**config.mk**
```make
export PLATFORM = sky130hd
export DESIGN_NAME = wav_header_chunk_parser_top
export DESIGN_NICKNAME = d
export VERILOG_FILES = /design/src/wavhp_pkg.sv /design/src/wavhp_core.sv /design/src/wavhp_out_buf.sv /design/src/wav_header_chunk_parser_top.sv
export SDC_FILE = /design/constraint.sdc
export NUM_CORES = 1
export LEC_CHECK = 0
export BUFFER_PORTS_ARGS = -buffer_cell sky130_fd_sc_hd__clkbuf_2
export CORE_ASPECT_RATIO = 1.25
export CORE_MARGIN = 2
export CORE_UTILIZATION = 40
export CTS_CLUSTER_DIAMETER = 40
export DETAILED_ROUTE_END_ITERATION = 10
export PLACE_DENSITY = 0.62
export RECOVER_POWER = 50
export SLEW_MARGIN = 10
export SYNTH_ARGS = -nofsm -noshare
export SYNTH_HDL_FRONTEND = slang
export SYNTH_SLANG_ARGS = --single-unit
```
**constraint.sdc**
```tcl
create_clock -name clk_i -period 16 [get_ports clk_i]
set_input_delay 2.4 -clock clk_i [delete_from_list [all_inputs] [get_ports clk_i]]
set_output_delay 2.4 -clock clk_i [all_outputs]
set_load 0.02 [all_outputs]
```
**src/wavhp_pkg.sv**
```systemverilog
`default_nettype none
package wavhp_pkg;

  // Chunk ids as read little-endian from the byte stream
  localparam logic [31:0] ID_RIFF = 32'h4646_4952;
  localparam logic [31:0] ID_FMT  = 32'h2074_6d66;
  localparam logic [31:0] ID_DATA = 32'h6174_6164;

  // Byte counts of the fixed header parts and the byte index saturation value
  localparam logic [4:0] ID_BYTES      = 5'd4;
  localparam logic [4:0] RIFF_BODY_BYTES = 5'd8;
  localparam logic [4:0] IDX_SAT       = 5'd16;
  localparam logic [31:0] FMT_MIN_SIZE = 32'd16;

  typedef enum logic [2:0] {
    PH_ID        = 3'd0,
    PH_RIFF_BODY = 3'd1,
    PH_FMT_SIZE  = 3'd2,
    PH_FMT_BODY  = 3'd3,
    PH_DATA_SIZE = 3'd4,
    PH_STOPPED   = 3'd5
  } phase_e;

  typedef enum logic [1:0] {
    ST_OK        = 2'd0,
    ST_UNKNOWN   = 2'd1,
    ST_NO_FMT    = 2'd2,
    ST_FMT_SHORT = 2'd3
  } status_e;

  typedef struct packed {
    logic [7:0] byte_value;
    logic       first_byte;
  } in_word_t;

  typedef struct packed {
    status_e     status;
    logic [31:0] rate_hz;
    logic [15:0] chan_num;
    logic [15:0] samp_bits;
    logic [31:0] data_size;
    logic [31:0] data_offset;
  } out_word_t;

  typedef struct packed {
    logic      valid;
    out_word_t word;
  } res_push_t;

endpackage
`default_nettype wire

```
**src/wavhp_core.sv**
```systemverilog
`default_nettype none
module wavhp_core
  import wavhp_pkg::*;
(
  input  wire logic      clk_i,
  input  wire logic      rst_ni,
  input  wire logic      in_valid_i,
  output logic           in_stall_o,
  input  wire in_word_t  in_word_i,
  input  wire logic      res_ready_i,
  output res_push_t      res_o
);

  logic     in_vld_q;
  in_word_t in_word_q;
  logic     fire;

  phase_e      phase_q, phase_d, phase_c;
  logic [31:0] id_q, id_d, id_c, id_new;
  logic [31:0] len_q, len_d, len_c;
  logic [31:0] left_q, left_d, left_c;
  logic [4:0]  idx_q, idx_d, idx_c, idx_inc;
  logic [31:0] pos_q, pos_d;
  logic [31:0] rate_q, rate_d, rate_c;
  logic [15:0] ch_q, ch_d, ch_c;
  logic [15:0] bits_q, bits_d, bits_c;
  logic        seen_q, seen_d, seen_c;
  logic [7:0]  b;

  // Hold the input word while the result side is full
  assign in_stall_o = in_vld_q & ~res_ready_i;
  assign fire       = in_vld_q & res_ready_i;

  always_ff @(posedge clk_i or negedge rst_ni) begin
    if (!rst_ni) begin
      in_vld_q <= 1'b0;
    end else if (!in_stall_o) begin
      in_vld_q <= in_valid_i;
    end
  end

  always_ff @(posedge clk_i) begin
    if (!in_stall_o && in_valid_i) begin
      in_word_q <= in_word_i;
    end
  end

  // Parse one byte: restart on a first-byte mark, then step the phase
  always_comb begin
    b = in_word_q.byte_value;
    if (in_word_q.first_byte) begin
      phase_c = PH_ID;
      id_c    = '0;
      len_c   = '0;
      left_c  = '0;
      idx_c   = '0;
      pos_d   = 32'd1;
      rate_c  = '0;
      ch_c    = '0;
      bits_c  = '0;
      seen_c  = 1'b0;
    end else begin
      phase_c = phase_q;
      id_c    = id_q;
      len_c   = len_q;
      left_c  = left_q;
      idx_c   = idx_q;
      pos_d   = pos_q + 32'd1;
      rate_c  = rate_q;
      ch_c    = ch_q;
      bits_c  = bits_q;
      seen_c  = seen_q;
    end

    id_new  = {b, id_c[31:8]};
    idx_inc = (idx_c == IDX_SAT) ? idx_c : idx_c + 5'd1;

    phase_d = phase_c;
    id_d    = id_c;
    len_d   = len_c;
    left_d  = left_c;
    idx_d   = idx_c;
    rate_d  = rate_c;
    ch_d    = ch_c;
    bits_d  = bits_c;
    seen_d  = seen_c;

    res_o = '0;

    case (phase_c)
      PH_ID: begin
        id_d  = id_new;
        idx_d = idx_inc;
        if (idx_inc == ID_BYTES) begin
          idx_d = '0;
          if (id_new == ID_RIFF) begin
            phase_d = PH_RIFF_BODY;
          end else if (id_new == ID_FMT) begin
            phase_d = PH_FMT_SIZE;
          end else if (id_new == ID_DATA) begin
            phase_d = PH_DATA_SIZE;
          end else begin
            res_o.valid       = 1'b1;
            res_o.word.status = ST_UNKNOWN;
            phase_d           = PH_STOPPED;
          end
        end
      end
      PH_RIFF_BODY: begin
        idx_d = idx_inc;
        if (idx_inc == RIFF_BODY_BYTES) begin
          idx_d   = '0;
          phase_d = PH_ID;
        end
      end
      PH_FMT_SIZE: begin
        id_d  = id_new;
        idx_d = idx_inc;
        if (idx_inc == ID_BYTES) begin
          idx_d = '0;
          len_d = id_new;
          if (id_new < FMT_MIN_SIZE) begin
            res_o.valid       = 1'b1;
            res_o.word.status = ST_FMT_SHORT;
            phase_d           = PH_STOPPED;
          end else begin
            left_d  = id_new;
            phase_d = PH_FMT_BODY;
          end
        end
      end
      PH_FMT_BODY: begin
        // Capture the format fields at their body offsets
        case (idx_c)
          5'd2:  ch_d[7:0]    = b;
          5'd3:  ch_d[15:8]   = b;
          5'd4:  rate_d[7:0]  = b;
          5'd5:  rate_d[15:8] = b;
          5'd6:  rate_d[23:16] = b;
          5'd7:  rate_d[31:24] = b;
          5'd14: bits_d[7:0]  = b;
          5'd15: bits_d[15:8] = b;
          default: ;
        endcase
        idx_d  = idx_inc;
        left_d = left_c - 32'd1;
        if (left_c == 32'd1) begin
          idx_d   = '0;
          seen_d  = 1'b1;
          phase_d = PH_ID;
        end
      end
      PH_DATA_SIZE: begin
        id_d  = id_new;
        idx_d = idx_inc;
        if (idx_inc == ID_BYTES) begin
          idx_d       = '0;
          len_d       = id_new;
          res_o.valid = 1'b1;
          phase_d     = PH_STOPPED;
          if (seen_c) begin
            res_o.word.status      = ST_OK;
            res_o.word.rate_hz     = rate_c;
            res_o.word.chan_num    = ch_c;
            res_o.word.samp_bits   = bits_c;
            res_o.word.data_size   = id_new;
            res_o.word.data_offset = pos_d;
          end else begin
            res_o.word.status = ST_NO_FMT;
          end
        end
      end
      default: ;
    endcase

    if (!fire) begin
      res_o.valid = 1'b0;
    end
  end

  // Advance the parse state on each processed byte
  always_ff @(posedge clk_i or negedge rst_ni) begin
    if (!rst_ni) begin
      phase_q <= PH_ID;
      id_q    <= '0;
      len_q   <= '0;
      left_q  <= '0;
      idx_q   <= '0;
      pos_q   <= '0;
      rate_q  <= '0;
      ch_q    <= '0;
      bits_q  <= '0;
      seen_q  <= 1'b0;
    end else if (fire) begin
      phase_q <= phase_d;
      id_q    <= id_d;
      len_q   <= len_d;
      left_q  <= left_d;
      idx_q   <= idx_d;
      pos_q   <= pos_d;
      rate_q  <= rate_d;
      ch_q    <= ch_d;
      bits_q  <= bits_d;
      seen_q  <= seen_d;
    end
  end

endmodule
`default_nettype wire

```
**src/wavhp_out_buf.sv**
```systemverilog
`default_nettype none
module wavhp_out_buf
  import wavhp_pkg::*;
(
  input  wire logic      clk_i,
  input  wire logic      rst_ni,
  input  wire res_push_t res_i,
  output logic           res_ready_o,
  output logic           out_valid_o,
  input  wire logic      out_stall_i,
  output out_word_t      out_word_o
);

  logic      out_vld_q;
  out_word_t out_q;
  logic      skid_vld_q;
  out_word_t skid_q;
  logic      pop;

  assign pop         = out_vld_q & ~out_stall_i;
  assign res_ready_o = ~skid_vld_q;
  assign out_valid_o = out_vld_q;
  assign out_word_o  = out_q;

  // Track occupancy of the result and skid registers
  always_ff @(posedge clk_i or negedge rst_ni) begin
    if (!rst_ni) begin
      out_vld_q  <= 1'b0;
      skid_vld_q <= 1'b0;
    end else if (skid_vld_q) begin
      if (pop) begin
        skid_vld_q <= 1'b0;
      end
    end else if (res_i.valid) begin
      if (!out_vld_q || pop) begin
        out_vld_q <= 1'b1;
      end else begin
        skid_vld_q <= 1'b1;
      end
    end else if (pop) begin
      out_vld_q <= 1'b0;
    end
  end

  // Move result words; refill from skid first
  always_ff @(posedge clk_i) begin
    if (skid_vld_q) begin
      if (pop) begin
        out_q <= skid_q;
      end
    end else if (res_i.valid) begin
      if (!out_vld_q || pop) begin
        out_q <= res_i.word;
      end else begin
        skid_q <= res_i.word;
      end
    end
  end

endmodule
`default_nettype wire

```
**src/wav_header_chunk_parser_top.sv**
```systemverilog
`default_nettype none
// WAV header parser. Takes one file byte per cycle unless stalled and walks
// the RIFF chunk ids; a "data" chunk ends the parse with one result word
// carrying format, data size and sample offset, or an error status (unknown
// id, data before fmt, short fmt). Sustained rate is one byte per cycle while
// the output is not stalled; an accepted byte sits in the input register and
// its result word is then registered in the result register.
// A skid register behind the result register lets input run on while a result
// waits; input stalls only when both are full. Bytes after a result are
// dropped until the next first_byte mark.
module wav_header_chunk_parser_top
  import wavhp_pkg::*;
(
  input  wire logic      clk_i,
  input  wire logic      rst_ni,
  input  wire logic      in_valid_i,
  output logic           in_stall_o,
  input  wire in_word_t  in_word_i,
  output logic           out_valid_o,
  input  wire logic      out_stall_i,
  output out_word_t      out_word_o
);

  res_push_t res;
  logic      res_ready;

  wavhp_core u_core (
    .clk_i       (clk_i),
    .rst_ni      (rst_ni),
    .in_valid_i  (in_valid_i),
    .in_stall_o  (in_stall_o),
    .in_word_i   (in_word_i),
    .res_ready_i (res_ready),
    .res_o       (res)
  );

  wavhp_out_buf u_out_buf (
    .clk_i       (clk_i),
    .rst_ni      (rst_ni),
    .res_i       (res),
    .res_ready_o (res_ready),
    .out_valid_o (out_valid_o),
    .out_stall_i (out_stall_i),
    .out_word_o  (out_word_o)
  );

endmodule
`default_nettype wire

```
==> results.cfg <==
[timing]
worst_slew_pin_slew_ps = 5100
setup_tns_ps = 0
relSlewSlack_pct = -240
finalHoldViolations = 0
fmax_mhz = 124
slew_viol_final = 376
setup_violations = 0
skew_ps = 19.0
rsz0062_at_grt = no
period_minus_slack_ps = 8080
period_share_pct = 50.5

[synthesis]
yosysUniqueCellTypes = 84
yosysSeqAreaShare_pct = 61.4
synth_edf_count = 269
ys_ff_latch = 433
synthTopCellsByArea = edfxtp_1, dfrtp_1, mux2_2
synth_warnings = 0
synthArstFlopShare_pct = 37.9
ys.flop_type = edfxtp_1
syn_inst = 1628
syn_avg_cell_area_um2 = 12.2
yosys.area.top_type_share_pct = 40.7
yosysTopAreaCell = edfxtp_1
synthesis.nets = 1649
post_synth_instance_area_um2 = 19800

[worst_setup_path]
critPathMaxFanout = 66
r2r_end = u_out_buf.out_word_o[30]
cp-end-kind = flop
critPathArrivalTime_ps = 8280
rr_startpoint = u_core.in_word_q[0]
cp-endpoint = u_out_buf.out_word_o[30]
path_class = flop to flop
required_ps = 16190
startpoint = u_core.in_word_q[0]
r2r_slack_ps = 7920
rr_worst_depth = 11
cp-start-kind = flop

[clocking]
cts_made_buffers = 53
cts_setup_buffers = 0
clkSlewWorstSetupHoldPaths_ps = 60
cts_tree = done
clock_path_buffers = 3
hold_buffers = 0
post_cts_resized = 0
cts-root-buf = clkbuf_16
clock_latency_ps = 580
cts.sinks = 433
h-tree-depth = 2

[placed_design]
portBuffers = 144
gp_congestion = 0.912
dp_hpwl_mm = 31.5
dp_cells = 2335

[floorplanning]
rows = 91
core_region_area_um2 = 49200
io_pins = 145
die_x_um = 203
die_h_um = 253
fp.dieArea_um2 = 51400
start_util_pct = 40.3

[power_and_ir_drop]
vdd_drop_max_mv = 0.0758
intPower_mw = 1.99
total_power_mw = 2.67
power.density_nw_per_um2 = 117
comb_power_share_pct = 6.3
leakagePower_nw = 8.67
switching_share_pct = 25.5
pwr-share-seq_pct = 48.1
p_sw_mw = 0.680
clkPwrFrac_pct = 45.6

[global_route]
gr-total-overflow = 0
grt_pass1_wl_mm = 76.9
gr-usage-all-layers_pct = 18.9
grt_pass1_vias = 13500
grt_max_degree = 90
grt_antenna_before_repair = 1

[worst_hold_path]
hold_class = flop to flop

[drt]
firstDrtPassIters = 5
drtAntennaViolNets = 0
wl_mm = 49.1
vias = 13500
post_drt_wl_per_cell_um = 20.1
viasPerCell = 5.55
route.detailed.drc = 0
drtIter0Drc = 973

[layout]
layout.nets = 1760
syn_to_final_growth_pct = 14.6
nFillCells = 4605
final_common_cell = edfxtp_1
layout-drive-gt1-share_pct = 13.5
fin_cells = 2436
mostFrequentLayoutCells = edfxtp_1, dfrtp_1, clkbuf_1

[run_status]
status = finished with violations
violations = capacitance limit, slew limit

[run]
cap_violations = 6
cells by family (layout without fill, tap and decap cells):
logic type	after synthesis	in the layout	share of synthesized area, %
adder cells (fa/ha/maj)	8	8	0.505
multiplexers	122	122	6.81
buffers and inverters	133	289	2.74
AO/OA/AOI/OAI	354	354	12.6
AND/OR/NAND/NOR	543	543	14.4
XOR/XNOR	35	35	1.55
other	0	1	0
flip-flops	433	433	61.4
worst min path at each step:
stage                           start                 to  slack, ps  depth (start not counted)
floorplan            u_core.bits_q[0]   u_core.bits_q[0]        460                          1
global placement     u_core.bits_q[6]   u_core.bits_q[6]        480                          1
detailed placement   u_core.bits_q[0]   u_core.bits_q[0]        480                          1
CTS                 u_core.bits_q[11]  u_core.bits_q[11]        500                          1
global route         u_core.bits_q[1]   u_core.bits_q[1]        500                          1
finish               u_core.bits_q[7]   u_core.bits_q[7]        490                          1
metal layers:
metal / vias up / track usage, % / wire length (um)
met3: 103 / 2.75 / 2250
li1: 6333 / - / -
met2: 356 / 31.8 / 23900
met4: 0 / 7.49 / 1680
met1: 6726 / 24.6 / 21200
met5: - / 0 / 0
per-stage QoR:
step / hold WS, ps / cell area (um2) / setup slack (ps) / util, %
2_1_floorplan: 458 / 19800 / 3570 / -
3_3_place_gp: 478 / 21100 / 11260 / 43.0
3_5_place_dp: 477 / 21100 / 11200 / 43.0
4_1_cts: 500 / 23000 / 11210 / 46.7
5_1_grt: 505 / 22700 / 7170 / 46.2
6_report: 494 / 22700 / 7920 / 46.2
registers in the layout (all words and copies together) (netlist names), 5 cells and up:
signal	count
u_core.bits_q	16
u_core.b	8
u_out_buf.out_word_o	130
u_core.idx_q	5
u_core.pos_q	32
u_core.ch_q	16
u_core.id_q	24
u_core.left_q	32
u_out_buf.skid_q	130
u_core.rate_q	32
power groups by stage:
| stage | registers (mW) | clock network, mW | logic, mW |
|---|---|---|---|
| after floorplan | 1.27 | 0 | 0.121 |
| after global placement | 1.30 | 0 | 0.168 |
| after detailed placement | 1.30 | 0 | 0.171 |
| after CTS | 1.28 | 1.24 | 0.171 |
| after global routing | 1.29 | 1.28 | 0.187 |
| final | 1.28 | 1.22 | 0.168 |
critical path, stage by stage (launching register included):
cell	delay, ps
edfxtp_1	330
clkbuf_1	1740
clkbuf_1	1790
nor2b_1	200
and3_1	310
ha_1	280
nand4bb_1	140
nor3_1	60
clkbuf_1	270
nand3_2	160
clkbuf_1	1990
o31ai_1	320
synthesized netlist by cell type (all sizes together) (7+ instances only):
| cell | instances |
|---|---|
| edfxtp | 269 |
| dfrtp | 164 |
| nand2 | 131 |
| nor2 | 112 |
| and2 | 104 |
| mux2 | 103 |
| clkbuf | 92 |
| o21ai | 90 |
| a22o | 67 |
| a21oi | 52 |
| nor3 | 40 |
| o31ai | 35 |
| nand3 | 31 |
| buf | 23 |
| mux2i | 19 |
| xnor2 | 19 |
| a22oi | 18 |
| inv | 18 |
| nor4 | 18 |
| and3 | 17 |
| or3 | 16 |
| xor2 | 16 |
| a221o | 13 |
| nor2b | 12 |
| a31oi | 10 |
| nand2b | 9 |
| or4 | 9 |
| ha | 8 |
| nand4 | 8 |
| a21o | 7 |
| nor3b | 7 |
layout make-up:
class	count	area, um2	area share (%)
diodes	1	2.50	0.0110
clock buffers	67	1470	6.49
clock inverters	33	339	1.49
inverters	18	70.1	0.308
multi-input cells	1062	7130	31.4
flip-flops and latches	433	12200	53.6
well taps	651	815	3.58
repair buffers	171	716	3.15
No activity file was read; power rests on OpenSTA's default activity.
